$ cat src/rtl/sskth_pkg.sv
// ----------------------------------------------------------------------------
// Sort store package
// Shared constants, word types, command and result codes, and the state
// encoding for the sort store with k-th smallest selection.
// ----------------------------------------------------------------------------
package sskth_pkg;

  // Store geometry.
  localparam int unsigned DEPTH      = 32;
  localparam int unsigned DATA_W     = 32;
  localparam int unsigned ADDR_W     = $clog2(DEPTH);
  localparam int unsigned CNT_W      = $clog2(DEPTH + 1);
  localparam int unsigned RANK_W     = 5;

  // The store starts out holding the values one to seven.
  localparam int unsigned INIT_COUNT = 7;
  localparam int unsigned INIT_AW    = $clog2(INIT_COUNT);

  localparam logic [RANK_W-1:0] RANK_RESET = RANK_W'(4);

  // Input commands.
  localparam logic [1:0] CMD_PUSH  = 2'd0;
  localparam logic [1:0] CMD_QUERY = 2'd1;
  localparam logic [1:0] CMD_DUMP  = 2'd2;

  // Result kinds.
  localparam logic [1:0] KIND_RANK = 2'd0;
  localparam logic [1:0] KIND_LIST = 2'd1;
  localparam logic [1:0] KIND_ERR  = 2'd2;

  typedef struct packed {
    logic [1:0]               cmd;
    logic signed [DATA_W-1:0] value;
  } in_word_t;

  typedef struct packed {
    logic [1:0]               kind;
    logic signed [DATA_W-1:0] data;
    logic                     last;
  } out_word_t;

  // One read and one write on the store per cycle.
  typedef struct packed {
    logic                     rd_en;
    logic [ADDR_W-1:0]        rd_addr;
    logic                     wr_en;
    logic [ADDR_W-1:0]        wr_addr;
    logic signed [DATA_W-1:0] wr_data;
  } mem_req_t;

  typedef enum logic [2:0] {
    ST_IDLE,
    ST_HEAD,
    ST_STEP,
    ST_TAIL,
    ST_RANK,
    ST_ERR,
    ST_EMIT
  } state_e;

endpackage

$ cat src/rtl/sskth_ram.sv
// ----------------------------------------------------------------------------
// Sort store RAM
// Simple dual-port RAM: one write port, one read port with registered data.
// ----------------------------------------------------------------------------
module sskth_ram #(
  parameter int unsigned Depth = 32,
  parameter int unsigned Width = 32
) (
  input  logic                     clk_i,
  input  logic                     wr_en_i,
  input  logic [$clog2(Depth)-1:0] wr_addr_i,
  input  logic [Width-1:0]         wr_data_i,
  input  logic                     rd_en_i,
  input  logic [$clog2(Depth)-1:0] rd_addr_i,
  output logic [Width-1:0]         rd_data_o
);

  logic [Width-1:0] mem [Depth];
  logic [Width-1:0] rd_data_q;

  // Write port.
  always_ff @(posedge clk_i) begin
    if (wr_en_i) begin
      mem[wr_addr_i] <= wr_data_i;
    end
  end

  // Read port; the data holds while no read is issued.
  always_ff @(posedge clk_i) begin
    if (rd_en_i) begin
      rd_data_q <= mem[rd_addr_i];
    end
  end

  assign rd_data_o = rd_data_q;

endmodule

$ cat src/rtl/sskth_store.sv
// ----------------------------------------------------------------------------
// Sort store
// Wraps the RAM with the reset contents: entries below the initial count read
// as their index plus one until they are first written.
// ----------------------------------------------------------------------------
module sskth_store (
  input  logic                                     clk_i,
  input  logic                                     rst_ni,
  input  sskth_pkg::mem_req_t                      req_i,
  output logic signed [sskth_pkg::DATA_W-1:0]      rd_data_o
);

  logic [sskth_pkg::INIT_COUNT-1:0] written_q;
  logic [sskth_pkg::INIT_COUNT-1:0] written_d;
  logic                             init_hit_q;
  logic                             init_hit_d;
  logic [sskth_pkg::DATA_W-1:0]     init_val_q;
  logic [sskth_pkg::DATA_W-1:0]     init_val_d;
  logic [sskth_pkg::DATA_W-1:0]     ram_rdata;

  sskth_ram #(
    .Depth (sskth_pkg::DEPTH),
    .Width (sskth_pkg::DATA_W)
  ) u_ram (
    .clk_i     (clk_i),
    .wr_en_i   (req_i.wr_en),
    .wr_addr_i (req_i.wr_addr),
    .wr_data_i (req_i.wr_data),
    .rd_en_i   (req_i.rd_en),
    .rd_addr_i (req_i.rd_addr),
    .rd_data_o (ram_rdata)
  );

  // Track which of the initial entries have been overwritten.
  always_comb begin
    written_d = written_q;
    if (req_i.wr_en &&
        ({1'b0, req_i.wr_addr} < (sskth_pkg::ADDR_W + 1)'(sskth_pkg::INIT_COUNT))) begin
      written_d[req_i.wr_addr[sskth_pkg::INIT_AW-1:0]] = 1'b1;
    end
  end

  // Decide at read time whether the initial value stands in for the RAM.
  always_comb begin
    init_hit_d = init_hit_q;
    init_val_d = init_val_q;
    if (req_i.rd_en) begin
      init_hit_d = 1'b0;
      if ({1'b0, req_i.rd_addr} < (sskth_pkg::ADDR_W + 1)'(sskth_pkg::INIT_COUNT)) begin
        init_hit_d = !written_q[req_i.rd_addr[sskth_pkg::INIT_AW-1:0]];
      end
      init_val_d = sskth_pkg::DATA_W'(req_i.rd_addr) + sskth_pkg::DATA_W'(1);
    end
  end

  always_ff @(posedge clk_i or negedge rst_ni) begin
    if (!rst_ni) begin
      written_q  <= '0;
      init_hit_q <= 1'b0;
    end else begin
      written_q  <= written_d;
      init_hit_q <= init_hit_d;
    end
  end

  always_ff @(posedge clk_i) begin
    init_val_q <= init_val_d;
  end

  assign rd_data_o = init_hit_q ? $signed(init_val_q) : $signed(ram_rdata);

endmodule

$ cat src/rtl/sort_store_kth_select_top.sv
// ----------------------------------------------------------------------------
// Sort store with k-th smallest selection
// Usage: a push word appends a signed value to the store, which holds one to
// seven after reset. A query word sorts the store in ascending order, returns
// the value at the configured rank (or an error word when the rank is at or
// beyond the count) and then the whole sorted list, the final word marked
// last. A dump word sorts and returns the list only. A push to a full store
// returns one error word. The rank register (reset four) is written through
// cfg_we_i and cfg_wdata_i; writing it only while the block is idle is up to
// the user, as the block itself leaves it unchecked.
// Timing: a sort is a bubble sort over the store RAM with one comparator,
// one read and one write per cycle. The list then streams at one word per
// cycle while the output is not stalled, each word passing from the store's
// registered read data into the output register. Only one input word is in
// progress at a time; a new one is taken when the sort and the list are
// finished. A stalled result holds in the output register and the list
// read pauses with it. Reset empties the output and restores the store to
// its initial seven entries.
// ----------------------------------------------------------------------------
module sort_store_kth_select_top (
  input  logic                            clk_i,
  input  logic                            rst_ni,
  input  logic                            in_valid_i,
  output logic                            in_stall_o,
  input  sskth_pkg::in_word_t             in_word_i,
  output logic                            out_valid_o,
  input  logic                            out_stall_i,
  output sskth_pkg::out_word_t            out_word_o,
  input  logic                            cfg_we_i,
  input  logic [sskth_pkg::RANK_W-1:0]    cfg_wdata_i
);

  sskth_pkg::state_e state_q, state_d;

  logic [sskth_pkg::CNT_W-1:0]   fill_q, fill_d;
  logic [sskth_pkg::RANK_W-1:0]  rank_q;
  logic [sskth_pkg::ADDR_W-1:0]  lim_q, lim_d;
  logic [sskth_pkg::ADDR_W-1:0]  pos_q, pos_d;
  logic [sskth_pkg::ADDR_W-1:0]  eidx_q, eidx_d;
  logic                          query_q, query_d;
  logic                          emit_rank_q, emit_rank_d;
  logic signed [sskth_pkg::DATA_W-1:0] hold_q, hold_d;

  logic                          out_valid_q, out_valid_d;
  sskth_pkg::out_word_t          out_word_q, out_word_d;

  sskth_pkg::mem_req_t           req;
  logic signed [sskth_pkg::DATA_W-1:0] rd_data;

  logic                          accept;
  logic                          slot_free;
  logic                          swap;

  sskth_store u_store (
    .clk_i     (clk_i),
    .rst_ni    (rst_ni),
    .req_i     (req),
    .rd_data_o (rd_data)
  );

  // Handshake.
  assign in_stall_o = (state_q != sskth_pkg::ST_IDLE) || (out_valid_q && out_stall_i);
  assign accept     = in_valid_i && !in_stall_o;
  assign slot_free  = !out_valid_q || !out_stall_i;
  assign swap       = hold_q > rd_data;

  // Sequencer: push, sort passes and list output.
  always_comb begin
    state_d     = state_q;
    fill_d      = fill_q;
    lim_d       = lim_q;
    pos_d       = pos_q;
    eidx_d      = eidx_q;
    query_d     = query_q;
    emit_rank_d = emit_rank_q;
    hold_d      = hold_q;
    out_valid_d = out_valid_q && out_stall_i;
    out_word_d  = out_word_q;
    req         = '0;

    unique case (state_q)
      sskth_pkg::ST_IDLE: begin
        if (accept) begin
          unique case (in_word_i.cmd)
            sskth_pkg::CMD_PUSH: begin
              if (fill_q == sskth_pkg::CNT_W'(sskth_pkg::DEPTH)) begin
                out_valid_d     = 1'b1;
                out_word_d.kind = sskth_pkg::KIND_ERR;
                out_word_d.data = '0;
                out_word_d.last = 1'b1;
              end else begin
                req.wr_en   = 1'b1;
                req.wr_addr = sskth_pkg::ADDR_W'(fill_q);
                req.wr_data = in_word_i.value;
                fill_d      = fill_q + sskth_pkg::CNT_W'(1);
              end
            end
            sskth_pkg::CMD_QUERY, sskth_pkg::CMD_DUMP: begin
              query_d     = (in_word_i.cmd == sskth_pkg::CMD_QUERY);
              lim_d       = sskth_pkg::ADDR_W'(fill_q - sskth_pkg::CNT_W'(1));
              req.rd_en   = 1'b1;
              req.rd_addr = '0;
              state_d     = sskth_pkg::ST_HEAD;
            end
            default: begin
            end
          endcase
        end
      end

      // First element of a pass becomes the carried value.
      sskth_pkg::ST_HEAD: begin
        hold_d      = rd_data;
        req.rd_en   = 1'b1;
        req.rd_addr = sskth_pkg::ADDR_W'(1);
        pos_d       = '0;
        state_d     = sskth_pkg::ST_STEP;
      end

      // Keep the larger value moving; write the smaller one back behind it.
      sskth_pkg::ST_STEP: begin
        req.wr_en   = 1'b1;
        req.wr_addr = pos_q;
        req.wr_data = swap ? rd_data : hold_q;
        hold_d      = swap ? hold_q : rd_data;
        if (pos_q == lim_q - sskth_pkg::ADDR_W'(1)) begin
          state_d = sskth_pkg::ST_TAIL;
        end else begin
          req.rd_en   = 1'b1;
          req.rd_addr = pos_q + sskth_pkg::ADDR_W'(2);
          pos_d       = pos_q + sskth_pkg::ADDR_W'(1);
        end
      end

      // Put the largest value of the pass in place and start the next pass.
      sskth_pkg::ST_TAIL: begin
        req.wr_en   = 1'b1;
        req.wr_addr = lim_q;
        req.wr_data = hold_q;
        if (lim_q == sskth_pkg::ADDR_W'(1)) begin
          state_d = sskth_pkg::ST_RANK;
        end else begin
          lim_d       = lim_q - sskth_pkg::ADDR_W'(1);
          req.rd_en   = 1'b1;
          req.rd_addr = '0;
          state_d     = sskth_pkg::ST_HEAD;
        end
      end

      // Sort done: fetch the rank entry, flag a rank error, or fetch the head of the list.
      sskth_pkg::ST_RANK: begin
        if (query_q) begin
          if ({1'b0, rank_q} < fill_q) begin
            req.rd_en   = 1'b1;
            req.rd_addr = sskth_pkg::ADDR_W'(rank_q);
            emit_rank_d = 1'b1;
            state_d     = sskth_pkg::ST_EMIT;
          end else begin
            state_d = sskth_pkg::ST_ERR;
          end
        end else begin
          req.rd_en   = 1'b1;
          req.rd_addr = '0;
          eidx_d      = '0;
          emit_rank_d = 1'b0;
          state_d     = sskth_pkg::ST_EMIT;
        end
      end

      // Rank out of range: an error word stands in for the rank result.
      sskth_pkg::ST_ERR: begin
        if (slot_free) begin
          out_valid_d     = 1'b1;
          out_word_d.kind = sskth_pkg::KIND_ERR;
          out_word_d.data = '0;
          out_word_d.last = 1'b0;
          req.rd_en       = 1'b1;
          req.rd_addr     = '0;
          eidx_d          = '0;
          emit_rank_d     = 1'b0;
          state_d         = sskth_pkg::ST_EMIT;
        end
      end

      // Stream read data into the output register, one word per cycle while the output slot is free.
      sskth_pkg::ST_EMIT: begin
        if (slot_free) begin
          out_valid_d     = 1'b1;
          out_word_d.data = rd_data;
          if (emit_rank_q) begin
            out_word_d.kind = sskth_pkg::KIND_RANK;
            out_word_d.last = 1'b0;
            req.rd_en       = 1'b1;
            req.rd_addr     = '0;
            eidx_d          = '0;
            emit_rank_d     = 1'b0;
          end else begin
            out_word_d.kind = sskth_pkg::KIND_LIST;
            if (sskth_pkg::CNT_W'(eidx_q) + sskth_pkg::CNT_W'(1) == fill_q) begin
              out_word_d.last = 1'b1;
              state_d         = sskth_pkg::ST_IDLE;
            end else begin
              out_word_d.last = 1'b0;
              req.rd_en       = 1'b1;
              req.rd_addr     = eidx_q + sskth_pkg::ADDR_W'(1);
              eidx_d          = eidx_q + sskth_pkg::ADDR_W'(1);
            end
          end
        end
      end

      default: begin
        state_d = sskth_pkg::ST_IDLE;
      end
    endcase
  end

  // Control registers.
  always_ff @(posedge clk_i or negedge rst_ni) begin
    if (!rst_ni) begin
      state_q     <= sskth_pkg::ST_IDLE;
      fill_q      <= sskth_pkg::CNT_W'(sskth_pkg::INIT_COUNT);
      rank_q      <= sskth_pkg::RANK_RESET;
      lim_q       <= '0;
      pos_q       <= '0;
      eidx_q      <= '0;
      query_q     <= 1'b0;
      emit_rank_q <= 1'b0;
      out_valid_q <= 1'b0;
    end else begin
      state_q     <= state_d;
      fill_q      <= fill_d;
      lim_q       <= lim_d;
      pos_q       <= pos_d;
      eidx_q      <= eidx_d;
      query_q     <= query_d;
      emit_rank_q <= emit_rank_d;
      out_valid_q <= out_valid_d;
      if (cfg_we_i) begin
        rank_q <= cfg_wdata_i;
      end
    end
  end

  // Payload registers.
  always_ff @(posedge clk_i) begin
    hold_q     <= hold_d;
    out_word_q <= out_word_d;
  end

  assign out_valid_o = out_valid_q;
  assign out_word_o  = out_word_q;

endmodule
$ cat config.mk
export PLATFORM = sky130hd
export DESIGN_NAME = sort_store_kth_select_top
export DESIGN_NICKNAME = d
export VERILOG_FILES = /design/src/rtl/sskth_pkg.sv /design/src/rtl/sskth_ram.sv /design/src/rtl/sskth_store.sv /design/src/rtl/sort_store_kth_select_top.sv
export SDC_FILE = /design/constraint.sdc
export NUM_CORES = 2
export LEC_CHECK = 0
export BUFFER_PORTS_ARGS = -buffer_cell sky130_fd_sc_hd__buf_2
export CAP_MARGIN = 20
export CORE_MARGIN = 2
export CORE_UTILIZATION = 65
export DETAILED_ROUTE_END_ITERATION = 10
export GPL_ROUTABILITY_DRIVEN = 0
export PLACE_DENSITY = 0.84
export RECOVER_POWER = 100
export SYNTH_ARGS = -nofsm -noshare
export SYNTH_HDL_FRONTEND = slang
export SYNTH_SLANG_ARGS = --single-unit
$ cat constraint.sdc
create_clock -name clk_i -period 14.25 [get_ports clk_i]
set_input_delay 2.1375 -clock clk_i [delete_from_list [all_inputs] [get_ports clk_i]]
set_output_delay 2.1375 -clock clk_i [all_outputs]
set_load 0.005 [all_outputs]
==> results.toml <==
[cts]
cts-htree-levels = 3
hold_buffers = 0
cts_tree = "yes"
ctsResizeCount = 0
clk_pin_slew_ns = 0.07
clk_latency_ns = 0.70
cts_root_buffer = "clkbuf_16"
cts_buffers = 109
clk_path_buf_depth = 3
cts_setup_buffers = 0
cts_sinks = 1169

[synth]
synth_flop_cell = "edfxtp_1"
async_reset_ff_share_pct = 3.42
synth_area_sq_um = 48700
synthesis.nets = 3429
synth_edf_count = 1129
syn_avg_cell_area_sq_um = 14.6
yosysWarnings = 0
synth-seq-area-share_pct = 71.7
synth.largest_area_cell = "edfxtp_1"
ys_types = 83
yosys-top-cells-area = "edfxtp_1 (70%), mux2i_1 (3.5%), o21ai_0 (2.2%)"
synthCells = 3339
ys_seq_elements = 1169
yosysTopAreaCellShare_pct = 69.7

[worst_setup_path]
reg2reg_depth = 13
start_kind = "register"
cp-end-kind = "register"
slowest_stage = "clkbuf_1"
worstSetupPathType = "reg -> reg"
worstPathArrival_ns = 11.19
crit_chain = "nand3b_1 > clkbuf_1 > or3_1 > nor2_1 > o21ai_0 > clkbuf_1 > a32oi_4 > clkbuf_1 > nand2_1 > buf_4 > o22ai_1 > o41ai_1 > o2111ai_1"
cp-startpoint = "state_q[0]$_DFFE_PN0P_"
required_ns = 14.62
r2r_start = "state_q[0]$_DFFE_PN0P_"
slowest_delay_ns = 2.86
path_common_cell = "clkbuf_1"
critPathMaxFanout = 66

[routing]
drc_errors = 0
wl_per_cell_um = 31.4
wl_um = 139000
antenna_left = 0
vias = 33100
viasPerCell = 7.46
drt-initial-drc-count = 5634
firstDrtPassIters = 6

[global_route]
antenna_found_initial = 2
first_global_vias = 32100
grt_pass1_wl_um = 203000
grt_use_total_pct = 35.5
gr-total-overflow = 0
grt_max_degree = 116

[job]
max_cap_violations = 51

[pwr]
combPwrFrac_pct = 38.6
total_power_mw = 14.1
netSwitchingPower_mw = 5.55
p_leak_nw = 17.9
p_clk_share_pct = 21.5
swShare_pct = 39.5
internal_power_mw = 8.52
ir_worst_vdd_mv = 0.269
power_frac_seq_pct = 39.9
cellPowerDensity_nw_per_um2 = 263

[timing]
fin_worst_skew_ns = 0.0312
fmaxAchievable_mhz = 92.4
fin_crit_ns = 10.83
finalCritPeriodShare_pct = 76.0
setup_viol = 0
drv_slew = 1723
maxSlewHeadroom_pct = -171
hold_violations = 0
rsz0062_at_grt = "no"
timing.setup.tns_ns = 0
tightest_slew_ns = 4.07

[cells_and_area]
register_area_sq_um = 34900
finalNetCount = 3460
area_delta_synth_final_pct = 10.1
nFillCells = 4392
drive_gt1_share_pct = 9.56
multiInputGateArea_sq_um = 12700

[die]
die_w_um = 278
dieArea_sq_um = 77100
rows = 100
start_util_pct = 65.5
coreArea_sq_um = 74300
die_y_um = 278
ios = 81

[outcome]
violations = "capacitance limit, slew limit"
status = "finished, violations left"

[min_path]
holdPathStages = 1
worst_hold_startpoint = "u_store.written_q[6]$_DFFE_PN0P_"
hold_path_class = "reg -> reg"

[placement]
dpl.hpwl_um = 76400
numPortBuffers = 80
[critical path, delay by kind of cell (launching register included)]
| family | cells | cell delay [ns] |
|---|---|---|
| compound gates | 5 | 2.15 |
| buf+inv | 4 | 6.48 |
| flops | 1 | 0.77 |
| simple gates | 4 | 1.07 |
[synth_stat cells, drive strengths merged, types with 9 or more instances]
master / count
and2: 38
a221o: 33
or2: 12
a31oi: 98
inv: 49
xor2: 11
nor4: 67
ha: 46
a311oi: 33
o41ai: 31
a21oi: 23
a211oi: 35
nand3: 176
nand2: 189
nand2b: 30
o21ai: 222
and3: 70
buf: 94
nor3: 11
a211o: 32
nand4: 77
xnor2: 20
mux2: 9
dfrtp: 36
nor2: 127
clkbuf: 168
a21o: 48
o22ai: 65
edfxtp: 1129
mux2i: 168
o2111ai: 95
a21boi: 35
[flip-flops by register name (all words and copies together) (netlist names), 6 cells and up]
register,count
fill_q,6
u_store.u_ram.rd_data_o,32
u_store.init_val_q,6
hold_q,32
u_store.u_ram.mem,1024
out_word_o,35
u_store.written_q,7
[cell type report]
cell class | count | share of cell area [%]
clock inverter | 70 | 1.53
inverter | 50 | 0.362
clock buffer | 135 | 5.39
sequential | 1169 | 65.2
timing repair buffer | 182 | 1.64
multi-input combinational | 1858 | 23.6
antenna | 1 | 0.00467
tap | 969 | 2.26
[power groups by stage]
stage               Sequential, mW  Clock, mW  Combinational (mW)
floorplan                     5.52          0                3.28
global placement              5.59          0                4.89
detailed placement            5.61          0                5.21
CTS                           5.56       3.01                5.28
global route                  5.64       3.14                5.64
finish                        5.61       3.02                5.44
[routing by layer]
layer  part of all wire (%)  up-vias  global-route usage [%]
met3                     14      605                    9.10
met5                  0.011        -                       0
met4                    6.5        2                    20.3
met2                     46     3183                    55.3
li1                       -    13300                       -
met1                     33    16000                    45.8
[cells by family (layout without fill, tap and decap cells)]
logic type	after synthesis	after routing	share of synthesized area [%]
xor+xnor	32	32	0.622
simple gates	816	816	8.54
fa+ha+maj	46	46	1.18
flops	1169	1169	71.7
compound gates	787	787	11.6
mux	177	177	3.66
buf+inv	312	437	2.66
other cells	0	1	0
[layout by cell type (no fill, tap or decap), drive strengths merged, types with 70 or more instances in the layout]
cell,netlist,final
a31oi,98,98
and3,70,70
buf,94,90
clkbuf,168,227
edfxtp,1129,1129
mux2i,168,168
nand2,189,189
nand3,176,176
nand4,77,77
nor2,127,127
o2111ai,95,95
o21ai,222,222
[metrics by stage]
| stage | utilization, % | hold WS [ns] | area (sq um) | setup slack, ns | std cells |
|---|---|---|---|---|---|
| 2_1_floorplan | - | 0.424 | 48700 | 7.16 | 3339 |
| 5_1_grt | 72.1 | 0.493 | 53600 | 3.56 | 4433 |
| 6_report | 72.1 | 0.492 | 53600 | 3.42 | 4434 |
| 4_1_cts | 72.8 | 0.484 | 54100 | 7.20 | 4413 |
| 3_3_place_gp | 67.5 | 0.442 | 50200 | 7.13 | 4199 |
| 3_5_place_dp | 67.8 | 0.455 | 50400 | 7.09 | 4208 |
[path summary, 6_finish.rpt]
kind	endpoint	slack, ns
setup / recovery	u_store.u_ram.rd_data_o[27]$_DFFE_PP_	3.42
hold / removal	u_store.written_q[6]$_DFFE_PN0P_	0.49
setup reg to reg	u_store.u_ram.rd_data_o[27]$_DFFE_PP_	3.42
hold reg to reg	u_store.written_q[6]$_DFFE_PN0P_	0.49
max in group asynchronous	u_store.written_q[6]$_DFFE_PN0P_	10.73
min in group asynchronous	u_store.init_hit_q$_DFFE_PN0P_	2.17
Power figures use the tool's default switching activity.
